[src/rtl/sipf_pkg.sv]
// Shared types, character codes and keyword table for the SIP stream message framer.
// Used by sipf_step and sip_stream_message_framer; depends on nothing.
package sipf_pkg;

  // Character codes the parser looks for.
  localparam logic [7:0] CHAR_CR      = 8'h0D;
  localparam logic [7:0] CHAR_LF      = 8'h0A;
  localparam logic [7:0] CHAR_COLON   = 8'h3A;
  localparam logic [7:0] CHAR_SPACE   = 8'h20;
  localparam logic [7:0] CHAR_TAB     = 8'h09;
  localparam logic [7:0] CHAR_ZERO    = 8'h30;
  localparam logic [7:0] CHAR_NINE    = 8'h39;
  localparam logic [7:0] CHAR_UPPER_A = 8'h41;
  localparam logic [7:0] CHAR_UPPER_Z = 8'h5A;
  localparam logic [7:0] CHAR_LOWER_C = 8'h63;
  localparam logic [7:0] CHAR_LOWER_L = 8'h6C;
  localparam logic [7:0] CASE_OFFSET  = 8'h20;

  // Length of the long header name, including its colon.
  localparam logic [3:0] KW_LEN = 4'd15;

  // Reset value of the message size limit.
  localparam logic [15:0] MAX_MSG_RESET = 16'hFFFF;

  // Progress through a header terminator.
  typedef enum logic [2:0] {
    TERM_NONE   = 3'd0,
    TERM_CR     = 3'd1,
    TERM_CRLF   = 3'd2,
    TERM_CRLFCR = 3'd3,
    TERM_LF     = 3'd4
  } term_t;

  // Which header name is being matched on the current line.
  typedef enum logic [1:0] {
    KW_NONE    = 2'd0,
    KW_LONG    = 2'd1,
    KW_COMPACT = 2'd2
  } kw_kind_t;

  // Phase of the length value parse.
  typedef enum logic [1:0] {
    VAL_IDLE   = 2'd0,
    VAL_BLANKS = 2'd1,
    VAL_DIGITS = 2'd2,
    VAL_DONE   = 2'd3
  } val_phase_t;

  // Parser state that does not scale with the counter width.
  typedef struct packed {
    logic       in_body_phase;
    term_t      term;
    logic       at_line_start;
    logic [3:0] kw_idx;
    kw_kind_t   kw_kind;
    logic       length_found;
    val_phase_t val_phase;
  } hdr_state_t;

  localparam hdr_state_t HDR_CLEAR = '{
    in_body_phase: 1'b0,
    term:          TERM_NONE,
    at_line_start: 1'b1,
    kw_idx:        4'd0,
    kw_kind:       KW_NONE,
    length_found:  1'b0,
    val_phase:     VAL_IDLE
  };

  // One framed output transaction.
  typedef struct packed {
    logic [7:0]  data_byte;
    logic        msg_first;
    logic        in_body;
    logic        msg_last;
    logic [15:0] body_length;
    logic        dropped;
  } frame_res_t;

  // Lowercase of an ASCII letter; other bytes pass unchanged.
  function automatic logic [7:0] to_lower(input logic [7:0] b);
    if (b >= CHAR_UPPER_A && b <= CHAR_UPPER_Z) begin
      return b + CASE_OFFSET;
    end
    return b;
  endfunction

  // Characters of the long header name, lowercase.
  function automatic logic [7:0] kw_char(input logic [3:0] idx);
    logic [7:0] ch;
    case (idx)
      4'd0:    ch = "c";
      4'd1:    ch = "o";
      4'd2:    ch = "n";
      4'd3:    ch = "t";
      4'd4:    ch = "e";
      4'd5:    ch = "n";
      4'd6:    ch = "t";
      4'd7:    ch = "-";
      4'd8:    ch = "l";
      4'd9:    ch = "e";
      4'd10:   ch = "n";
      4'd11:   ch = "g";
      4'd12:   ch = "t";
      4'd13:   ch = "h";
      4'd14:   ch = ":";
      default: ch = 8'h00;
    endcase
    return ch;
  endfunction

endpackage

[src/rtl/sipf_if.sv]
// Valid/ready stream interfaces for the input bytes and the framed output.
// Plain signal bundles; no package dependency.
interface sipf_in_if;
  logic       valid;
  logic       ready;
  logic [7:0] stream_byte;

  modport source (output valid, output stream_byte, input ready);
  modport sink (input valid, input stream_byte, output ready);
endinterface

interface sipf_out_if;
  logic        valid;
  logic        ready;
  logic [7:0]  data_byte;
  logic        msg_first;
  logic        in_body;
  logic        msg_last;
  logic [15:0] body_length;
  logic        dropped;

  modport source (
    output valid, output data_byte, output msg_first, output in_body,
    output msg_last, output body_length, output dropped, input ready
  );
  modport sink (
    input valid, input data_byte, input msg_first, input in_body,
    input msg_last, input body_length, input dropped, output ready
  );
endinterface

[src/rtl/sip_stream_message_framer.sv]
// Top level of the SIP stream message framer: parser state, size limit register,
// output register and handshakes. Depends on sipf_pkg, sipf_if and sipf_step.
//
// Takes one byte of a SIP stream per transaction and returns one framed
// transaction per byte: the byte itself with first, body and last marks, the
// parsed Content-Length on the last byte of each message, and a dropped mark
// when a partial message exceeded max_msg_bytes and was discarded. The block
// accepts one byte every clock cycle while downstream ready holds; each result
// appears in the output register in the cycle after its byte is accepted, and
// a new byte is taken in the same cycle that the held result is taken, so
// throughput is set only by the downstream ready. The whole per-byte parse is
// a single pass of logic between the parser state registers and the output
// register. Write max_msg_bytes only while no transaction is in flight.
module sip_stream_message_framer #(
  parameter int COUNT_BITS = 16
) (
  input  logic                clk,
  input  logic                rst,
  input  logic                cfg_we,
  input  logic [15:0]         cfg_data,
  sipf_in_if.sink             in_ch,
  sipf_out_if.source          out_ch
);
  import sipf_pkg::*;

  hdr_state_t            st;
  hdr_state_t            st_next;
  logic [COUNT_BITS-1:0] acc;
  logic [COUNT_BITS-1:0] acc_next;
  logic [COUNT_BITS-1:0] rem;
  logic [COUNT_BITS-1:0] rem_next;
  logic [COUNT_BITS-1:0] cnt;
  logic [COUNT_BITS-1:0] cnt_next;
  logic [15:0]           max_msg_bytes;
  frame_res_t            res_next;
  frame_res_t            res;
  logic                  out_valid;
  logic                  accept;

  // A byte is taken whenever the output register is empty or being drained.
  assign in_ch.ready = !out_valid || out_ch.ready;
  assign accept      = in_ch.valid && in_ch.ready;

  sipf_step #(
    .COUNT_BITS(COUNT_BITS)
  ) u_step (
    .st           (st),
    .acc          (acc),
    .rem          (rem),
    .cnt          (cnt),
    .max_msg_bytes(max_msg_bytes),
    .stream_byte  (in_ch.stream_byte),
    .st_next      (st_next),
    .acc_next     (acc_next),
    .rem_next     (rem_next),
    .cnt_next     (cnt_next),
    .res          (res_next)
  );

  // Size limit register.
  always_ff @(posedge clk) begin
    if (rst) begin
      max_msg_bytes <= MAX_MSG_RESET;
    end else if (cfg_we) begin
      max_msg_bytes <= cfg_data;
    end
  end

  // Parser state advances on every accepted transaction.
  always_ff @(posedge clk) begin
    if (rst) begin
      st  <= HDR_CLEAR;
      acc <= '0;
      rem <= '0;
      cnt <= '0;
    end else if (accept) begin
      st  <= st_next;
      acc <= acc_next;
      rem <= rem_next;
      cnt <= cnt_next;
    end
  end

  // Output register valid flag.
  always_ff @(posedge clk) begin
    if (rst) begin
      out_valid <= 1'b0;
    end else if (accept) begin
      out_valid <= 1'b1;
    end else if (out_ch.ready) begin
      out_valid <= 1'b0;
    end
  end

  // Output register payload.
  always_ff @(posedge clk) begin
    if (accept) begin
      res <= res_next;
    end
  end

  assign out_ch.valid       = out_valid;
  assign out_ch.data_byte   = res.data_byte;
  assign out_ch.msg_first   = res.msg_first;
  assign out_ch.in_body     = res.in_body;
  assign out_ch.msg_last    = res.msg_last;
  assign out_ch.body_length = res.body_length;
  assign out_ch.dropped     = res.dropped;

  // While in the body there is always at least one byte left to come.
  a_body_has_bytes : assert property (@(posedge clk) disable iff (rst)
    st.in_body_phase |-> rem != '0)
    else $error("body phase with no remaining bytes");

  // A value parse only runs after a length header name was found.
  a_value_needs_name : assert property (@(posedge clk) disable iff (rst)
    !st.length_found |-> st.val_phase == VAL_IDLE)
    else $error("value parse active without a length header");

  // A dropped message restarts, so the byte that reports it opens a message.
  a_drop_is_first : assert property (@(posedge clk) disable iff (rst)
    out_valid && res.dropped |-> res.msg_first)
    else $error("dropped mark without message start");

  // The length is only reported on the last byte of a message.
  a_len_on_last : assert property (@(posedge clk) disable iff (rst)
    out_valid && !res.msg_last |-> res.body_length == 16'd0)
    else $error("body length reported before message end");

  // An empty message counter means the parser is in its clean state.
  a_clean_start : assert property (@(posedge clk) disable iff (rst)
    cnt == '0 |-> st == HDR_CLEAR && acc == '0 && rem == '0)
    else $error("parser state left over at message start");

endmodule

[src/rtl/sipf_step.sv]
// Per-byte next-state and result logic of the SIP message framer.
// Depends on sipf_pkg.
module sipf_step #(
  parameter int COUNT_BITS = 16
) (
  input  sipf_pkg::hdr_state_t    st,
  input  logic [COUNT_BITS-1:0]   acc,
  input  logic [COUNT_BITS-1:0]   rem,
  input  logic [COUNT_BITS-1:0]   cnt,
  input  logic [15:0]             max_msg_bytes,
  input  logic [7:0]              stream_byte,
  output sipf_pkg::hdr_state_t    st_next,
  output logic [COUNT_BITS-1:0]   acc_next,
  output logic [COUNT_BITS-1:0]   rem_next,
  output logic [COUNT_BITS-1:0]   cnt_next,
  output sipf_pkg::frame_res_t    res
);
  import sipf_pkg::*;

  localparam int LW = 33;
  localparam int PW = COUNT_BITS + 4;
  localparam logic [COUNT_BITS-1:0] CNT_MAX = '1;

  logic [LW-1:0]         lim;
  logic                  drop;
  logic                  first;
  logic                  body;
  logic                  last;
  logic                  hdr_end;
  logic                  is_digit;
  logic [7:0]            lb;
  logic [3:0]            dval;
  logic [PW-1:0]         prod;
  logic [COUNT_BITS-1:0] blen;
  logic [COUNT_BITS+15:0] blen_wide;
  hdr_state_t            s;
  logic [COUNT_BITS-1:0] a;
  logic [COUNT_BITS-1:0] r;
  logic [COUNT_BITS-1:0] c;

  // Effective size limit: zero acts as one, clipped to the counter maximum.
  always_comb begin
    lim = (max_msg_bytes == 16'd0) ? LW'(1) : LW'(max_msg_bytes);
    if (lim > LW'(CNT_MAX)) begin
      lim = LW'(CNT_MAX);
    end
  end

  // Byte classification and the decimal accumulate step.
  assign lb       = to_lower(stream_byte);
  assign is_digit = (stream_byte >= CHAR_ZERO) && (stream_byte <= CHAR_NINE);
  assign dval     = 4'(stream_byte - CHAR_ZERO);

  // Main parse for one byte.
  always_comb begin
    drop    = (LW'(cnt) >= lim);
    s       = drop ? HDR_CLEAR : st;
    a       = drop ? '0 : acc;
    r       = drop ? '0 : rem;
    c       = drop ? '0 : cnt;
    first   = (c == '0);
    body    = 1'b0;
    last    = 1'b0;
    blen    = '0;
    hdr_end = 1'b0;
    prod    = {1'b0, a, 3'b000} + {3'b000, a, 1'b0} + PW'(dval);
    c       = (c == CNT_MAX) ? c : c + 1'b1;

    if (s.in_body_phase) begin
      // Body byte: count down to the last one.
      body = 1'b1;
      if (r != '0) begin
        r = r - 1'b1;
      end
      if (r == '0) begin
        last = 1'b1;
        blen = a;
      end
    end else begin
      // Header byte: length value, keyword match, then terminator tracking.
      if (s.length_found) begin
        case (s.val_phase)
          VAL_BLANKS: begin
            if (stream_byte == CHAR_SPACE || stream_byte == CHAR_TAB) begin
              s.val_phase = VAL_BLANKS;
            end else if (is_digit) begin
              a           = COUNT_BITS'(dval);
              s.val_phase = VAL_DIGITS;
            end else begin
              s.val_phase = VAL_DONE;
            end
          end
          VAL_DIGITS: begin
            if (is_digit) begin
              a = (prod[PW-1:COUNT_BITS] != '0) ? CNT_MAX : prod[COUNT_BITS-1:0];
            end else begin
              s.val_phase = VAL_DONE;
            end
          end
          default: begin
            s.val_phase = s.val_phase;
          end
        endcase
      end else if (s.at_line_start) begin
        s.kw_idx  = 4'd0;
        s.kw_kind = KW_NONE;
        if (lb == CHAR_LOWER_C) begin
          s.kw_kind = KW_LONG;
          s.kw_idx  = 4'd1;
        end else if (lb == CHAR_LOWER_L) begin
          s.kw_kind = KW_COMPACT;
          s.kw_idx  = 4'd1;
        end
      end else if (s.kw_kind == KW_LONG) begin
        if (s.kw_idx < KW_LEN && lb == kw_char(s.kw_idx)) begin
          s.kw_idx = s.kw_idx + 1'b1;
          if (s.kw_idx == KW_LEN) begin
            s.length_found = 1'b1;
            s.val_phase    = VAL_BLANKS;
            a              = '0;
            s.kw_kind      = KW_NONE;
          end
        end else begin
          s.kw_kind = KW_NONE;
        end
      end else if (s.kw_kind == KW_COMPACT) begin
        if (stream_byte == CHAR_COLON) begin
          s.length_found = 1'b1;
          s.val_phase    = VAL_BLANKS;
          a              = '0;
        end
        s.kw_kind = KW_NONE;
      end
      s.at_line_start = (stream_byte == CHAR_LF);

      if (stream_byte == CHAR_CR) begin
        s.term = (s.term == TERM_CRLF) ? TERM_CRLFCR : TERM_CR;
      end else if (stream_byte == CHAR_LF) begin
        if (s.term == TERM_NONE) begin
          s.term = TERM_LF;
        end else if (s.term == TERM_CR) begin
          s.term = TERM_CRLF;
        end else begin
          hdr_end = 1'b1;
        end
      end else begin
        s.term = TERM_NONE;
      end

      // End of header: finish or enter the body.
      if (hdr_end) begin
        s.term = TERM_NONE;
        if (!s.length_found) begin
          a = '0;
        end
        if (a == '0) begin
          last = 1'b1;
        end else begin
          s.in_body_phase = 1'b1;
          r               = a;
        end
      end
    end

    // A finished message leaves a clean parser behind it.
    if (last) begin
      s = HDR_CLEAR;
      a = '0;
      r = '0;
      c = '0;
    end
  end

  assign st_next   = s;
  assign acc_next  = a;
  assign rem_next  = r;
  assign cnt_next  = c;
  assign blen_wide = {16'b0, blen};

  assign res = '{
    data_byte:   stream_byte,
    msg_first:   first,
    in_body:     body,
    msg_last:    last,
    body_length: blen_wide[15:0],
    dropped:     drop
  };

endmodule
[src/flat_wrapper.sv]
// flat-port wrapper written by rule: the top's interface ports become plain ports
module sip_stream_message_framer_flat import sipf_pkg::*;
#(
  parameter int COUNT_BITS = 16
)
  (clk, rst, cfg_we, cfg_data, in_ch_valid, in_ch_stream_byte, in_ch_ready, out_ch_valid, out_ch_data_byte, out_ch_msg_first, out_ch_in_body, out_ch_msg_last, out_ch_body_length, out_ch_dropped, out_ch_ready);
  sipf_in_if in_ch_i ();
  sipf_out_if out_ch_i ();
  input  logic clk;
  input  logic rst;
  input  logic cfg_we;
  input  logic [15:0] cfg_data;
  input wire logic [$bits(in_ch_i.valid)-1:0] in_ch_valid;
  input wire logic [$bits(in_ch_i.stream_byte)-1:0] in_ch_stream_byte;
  output wire logic [$bits(in_ch_i.ready)-1:0] in_ch_ready;
  output wire logic [$bits(out_ch_i.valid)-1:0] out_ch_valid;
  output wire logic [$bits(out_ch_i.data_byte)-1:0] out_ch_data_byte;
  output wire logic [$bits(out_ch_i.msg_first)-1:0] out_ch_msg_first;
  output wire logic [$bits(out_ch_i.in_body)-1:0] out_ch_in_body;
  output wire logic [$bits(out_ch_i.msg_last)-1:0] out_ch_msg_last;
  output wire logic [$bits(out_ch_i.body_length)-1:0] out_ch_body_length;
  output wire logic [$bits(out_ch_i.dropped)-1:0] out_ch_dropped;
  input wire logic [$bits(out_ch_i.ready)-1:0] out_ch_ready;
  assign in_ch_i.valid = in_ch_valid;
  assign in_ch_i.stream_byte = in_ch_stream_byte;
  assign in_ch_ready = in_ch_i.ready;
  assign out_ch_valid = out_ch_i.valid;
  assign out_ch_data_byte = out_ch_i.data_byte;
  assign out_ch_msg_first = out_ch_i.msg_first;
  assign out_ch_in_body = out_ch_i.in_body;
  assign out_ch_msg_last = out_ch_i.msg_last;
  assign out_ch_body_length = out_ch_i.body_length;
  assign out_ch_dropped = out_ch_i.dropped;
  assign out_ch_i.ready = out_ch_ready;
  sip_stream_message_framer #(.COUNT_BITS(COUNT_BITS)) u_core (.clk(clk), .rst(rst), .cfg_we(cfg_we), .cfg_data(cfg_data), .in_ch(in_ch_i), .out_ch(out_ch_i));
endmodule
[config.mk]
export PLATFORM = sky130hd
export DESIGN_NAME = sip_stream_message_framer_flat
export DESIGN_NICKNAME = d
export VERILOG_FILES = /design/src/rtl/sipf_pkg.sv /design/src/rtl/sipf_if.sv /design/src/rtl/sip_stream_message_framer.sv /design/src/rtl/sipf_step.sv /design/src/flat_wrapper.sv
export SDC_FILE = /design/constraint.sdc
export NUM_CORES = 1
export LEC_CHECK = 0
export ABC_CLOCK_PERIOD_IN_PS = 9100
export BUFFER_PORTS_ARGS = -buffer_cell sky130_fd_sc_hd__clkbuf_2
export CAP_MARGIN = 20
export CELL_PAD_IN_SITES_DETAIL_PLACEMENT = 1
export CELL_PAD_IN_SITES_GLOBAL_PLACEMENT = 1
export CORE_ASPECT_RATIO = 1.25
export CORE_MARGIN = 2
export CORE_UTILIZATION = 47
export CTS_CLUSTER_SIZE = 24
export DETAILED_ROUTE_END_ITERATION = 8
export PLACE_DENSITY_LB_ADDON = 0.1
export REMOVE_ABC_BUFFERS = 1
export SLEW_MARGIN = 30
export SYNTH_ARGS = -nofsm -noshare
export SYNTH_HDL_FRONTEND = slang
export SYNTH_HIERARCHICAL = 1
export SYNTH_SLANG_ARGS = --single-unit
[constraint.sdc]
create_clock -name clk -period 9.1 [get_ports clk]
set_input_delay 0 -clock clk [delete_from_list [all_inputs] [get_ports clk]]
set_output_delay 0 -clock clk [all_outputs]
set_load 0.03 [all_outputs]
==> run_results.csv <==
group,metric,value,unit
global_route,grt_util_all_layers,0.266,
sta,slew_headroom,0.402,
worst_setup_path,critPathKind,"reg -> reg",
logic_synthesis,synth_top_cell_by_area,"dfxtp_1",
routing,drc,0,
routing,drtIter0Drc,588,
routing,vias_per_cell,6.19,
finish,regArea,0.00242,mm2
clock_tree,cts_buffers,9,
power_and_ir_drop,vdd_drop_max,0.0907,mV
logic_synthesis,syn_avg_cell_area,8.48,um2
finish,final_cells,1512,
worst_setup_path,endpoint_kind,"flop",
logic_synthesis,synth_area,0.0104,mm2
floorplanning,core.rowCount,60,
sta,hold-worst-slack,0.0222,ns
floorplanning,die_area,0.0232,mm2
placement,io_buffer_count,58,
power_and_ir_drop,p_clk_frac,0.394,
sta,tns,0,ns
clock_tree,cts_resized,0,
power_and_ir_drop,p_seq_frac,0.482,
floorplanning,die_w,137,um
power_and_ir_drop,power_density,96.5,mW/mm2
finish,layout-drive-gt1-share,0.242,
placement,hpwl,21700,um
worst_setup_path,worst-path-max-fanout,40,
sta,period_share,0.862,
global_route,grt_overflow,0,
worst_setup_path,arrival,8.08,ns
global_route,grt_pass1_vias,9509,
power_and_ir_drop,p_int,0.746,mW
routing,drt-wirelength-per-cell,20.2,um
floorplanning,initial_utilization,0.480,
logic_synthesis,yosys_warnings,6,
power_and_ir_drop,switchingPower,0.311,mW
finish,multiInputGateArea,0.00708,mm2
clock_tree,worst_skew_pair.late_latency,0.37,ns
finish,layout.nets,1318,
routing,dr.pass1.iters,5,
logic_synthesis,synth.area.top_cells,"dfxtp_1 (15%), edfxtp_1 (8.1%), ha_1 (7.1%), nand3_2 (5.6%), a21oi_2 (5.2%)",
worst_setup_path,cp-start-kind,"flop",
sta,fin_skew,0.0137,ns
run,cap_viol_max_count,0,
routing,ant_nets,0,
finish,fillers,2596,
clock_tree,cts_tree,"done",
routing,wl,30600,um
clock_tree,path_clk_slew,0.09,ns
logic_synthesis,synthFlopType,"dfxtp_1",
logic_synthesis,synthArstFlopShare,0,
power_and_ir_drop,netSwitchingFraction,0.294,
placement,post_dp_cell_area,0.0104,mm2
finish,final_cell_area,0.0110,mm2
logic_synthesis,ys_types,98,
sta,fin_crit,7.84,ns
logic_synthesis,synth_edf_count,28,
finish,syn_to_final_growth,5.85,%
clock_tree,h-tree-depth,3,
status,outcome,"finished clean",
power_and_ir_drop,leakage,4.20,nW
global_route,antenna_found_initial,0,
worst_setup_path,critPathRequiredTime,9.33,ns
sta,setup_viol,0,
clock_tree,cts-root-buf,"clkbuf_16",
clock_tree,clock_path_buffers,2,
logic_synthesis,ys_seq_area_frac,0.234,
sta,hold_viol,0,
logic_synthesis,ys_ff_latch,107,
routing,vias,9355,
placement,dp.cells,1477,
placement,place.gp.congestion,0.897,
floorplanning,pin_count,59,
finish,antenna_cells,0,
global_route,grt_max_degree,77,
sta,slew_violations,0,
sta,timing.fmax,0.127,GHz
floorplanning,die_h,170,um
sta,rsz0062_at_grt,"no",
floorplanning,core,0.0215,mm2
logic_synthesis,synth_top_area_share,0.153,
global_route,grt_pass1_wl,50200,um
logic_synthesis,postSynthCellCount,1221,
worst_hold_path,min_path_type,"in -> reg",
power_and_ir_drop,p_comb_frac,0.125,
sta,tightest_slew,0.887,ns
clock_tree,cts_sinks,107,
## cells in the mapped netlist, types with 17 or more instances
| cell type | instances |
|---|---|
| ha_1 | 59 |
| clkbuf_1 | 38 |
| nand3_2 | 58 |
| a21oi_2 | 62 |
| nor3_1 | 43 |
| nor2_1 | 96 |
| nand2_1 | 78 |
| nor2b_1 | 27 |
| edfxtp_1 | 28 |
| and2_1 | 34 |
| nand3_1 | 36 |
| buf_2 | 17 |
| a21bo_2 | 50 |
| o21ai_0 | 37 |
| dfxtp_1 | 79 |
| xnor2_1 | 20 |
| xor2_1 | 21 |
| inv_1 | 45 |
| a211o_1 | 22 |
| a21oi_1 | 67 |
## sequential cells by signal (all words and copies together), names as in the netlist
name,cells
u_core/out_ch.body_length,16
u_core/out_ch.valid,1
u_core/out_ch.msg_first,1
u_core/acc,16
u_core/out_ch.msg_last,1
u_core/cnt,16
u_core/st,14
u_core/max_msg_bytes,16
u_core/rem,16
u_core/out_ch.dropped,1
u_core/out_ch.in_body,1
u_core/out_ch.data_byte,8
## path summary, 6_finish.rpt
kind | from | end | slack [ns] | depth (start not counted)
worst max-delay path | u_core/max_msg_bytes[1]$_SDFFE_PP1P_ | u_core/rem[6]$_SDFFE_PP0P_ | 1.26 | 27
worst max register to register | u_core/max_msg_bytes[1]$_SDFFE_PP1P_ | u_core/rem[6]$_SDFFE_PP0P_ | 1.26 | 27
worst min register to register | u_core/max_msg_bytes[0]$_SDFFE_PP1P_ | u_core/max_msg_bytes[0]$_SDFFE_PP1P_ | 0.59 | 2
worst min-delay path | in_ch_stream_byte[1] | u_core/out_ch.data_byte[1]$_DFFE_PP_ | 0.02 | 1
## cell usage in the layout (no fill, tap or decap), types with 8 or more instances in the layout
cell type,n
a211o_1,22
a21bo_1,11
a21bo_2,50
a21oi_1,67
a21oi_2,62
a22oi_1,11
a31oi_1,11
and2_1,34
and3_1,13
buf_4,15
clkbuf_16,9
clkbuf_2,56
dfxtp_1,79
dlygate4sd3_1,18
edfxtp_1,28
ha_1,59
inv_1,45
nand2_1,78
nand3_1,36
nand3_2,58
nand4_1,8
nor2_1,96
nor2b_1,27
nor3_1,43
nor4_1,9
o21a_1,12
o21ai_0,37
xnor2_1,20
xor2_1,21
## critical path: stages (launching register included)
cell and delay, ns:
dfxtp_1 0.32, nor4_1 0.41, a41o_1 0.22, ha_1 0.23, nor2b_1 0.13, nor3b_1 0.08
o21ai_2 0.26, and3_2 0.43, buf_4 0.33, and2_1 0.21, inv_1 0.06, fa_1 0.49
fa_1 0.48, nor2b_1 0.17, o2111ai_1 0.21, a211o_1 0.36, nand2_1 0.13, o311ai_0 0.19
a211oi_2 0.57, a31oi_1 0.17, a2111o_1 0.41, nor4_4 0.41, a31oi_1 0.20, o21bai_4 0.58
buf_12 0.30, and3b_1 0.22, nand3_2 0.06, a21oi_2 0.06
## metal layers
metal	track usage	vias to the layer above	share of wire
li1	-	4499	-
met1	0.348	4656	0.46
met2	0.463	164	0.49
met3	0.0170	36	0.026
met4	0.0842	0	0.020
met5	0	-	0
## cell families (layout without fill, tap and decap cells)
logic type / Yosys count / in the layout / synth area share
AO/OA/AOI/OAI: 395 / 395 / 0.301
XOR/XNOR: 41 / 41 / 0.0347
adder cells (fa/ha/maj): 61 / 61 / 0.0752
buffers and inverters: 143 / 155 / 0.0828
flip-flops: 107 / 107 / 0.234
multiplexers: 12 / 12 / 0.0123
AND/OR/NAND/NOR: 462 / 462 / 0.260
## metrics by stage
| stage | total power [mW] | setup slack [ns] | util |
|---|---|---|---|
| after CTS | 1.07 | 1.27 | 0.507 |
| after floorplan | 0.587 | 0.762 | - |
| after detailed placement | 0.645 | 1.31 | 0.485 |
| final | 1.06 | 1.26 | 0.509 |
| after global routing | 1.10 | 0.708 | 0.509 |
| after global placement | 0.642 | 1.57 | 0.485 |
## power by group through the flow
stage / Sequential, mW / Clock [mW] / Combinational, mW
floorplan: 0.533 / 0 / 0.0545
global placement: 0.520 / 0 / 0.122
detailed placement: 0.521 / 0 / 0.124
CTS: 0.510 / 0.432 / 0.131
global route: 0.512 / 0.442 / 0.144
finish: 0.509 / 0.416 / 0.132
## final cells by class
cell class,count,share of cell area
timing repair buffer,91,0.0566
multi-input combinational,971,0.646
clock inverter,6,0.00594
sequential,107,0.221
clock buffer,10,0.0218
inverter,48,0.0164
tap,279,0.0319
## timing repair
| action | in CTS | in global routing |
|---|---|---|
| setup buffers | 0 | 0 |
| hold buffers | 18 | 0 |
| hold endpoints to repair | 18 | 0 |
(Power assumes the default switching activity.)
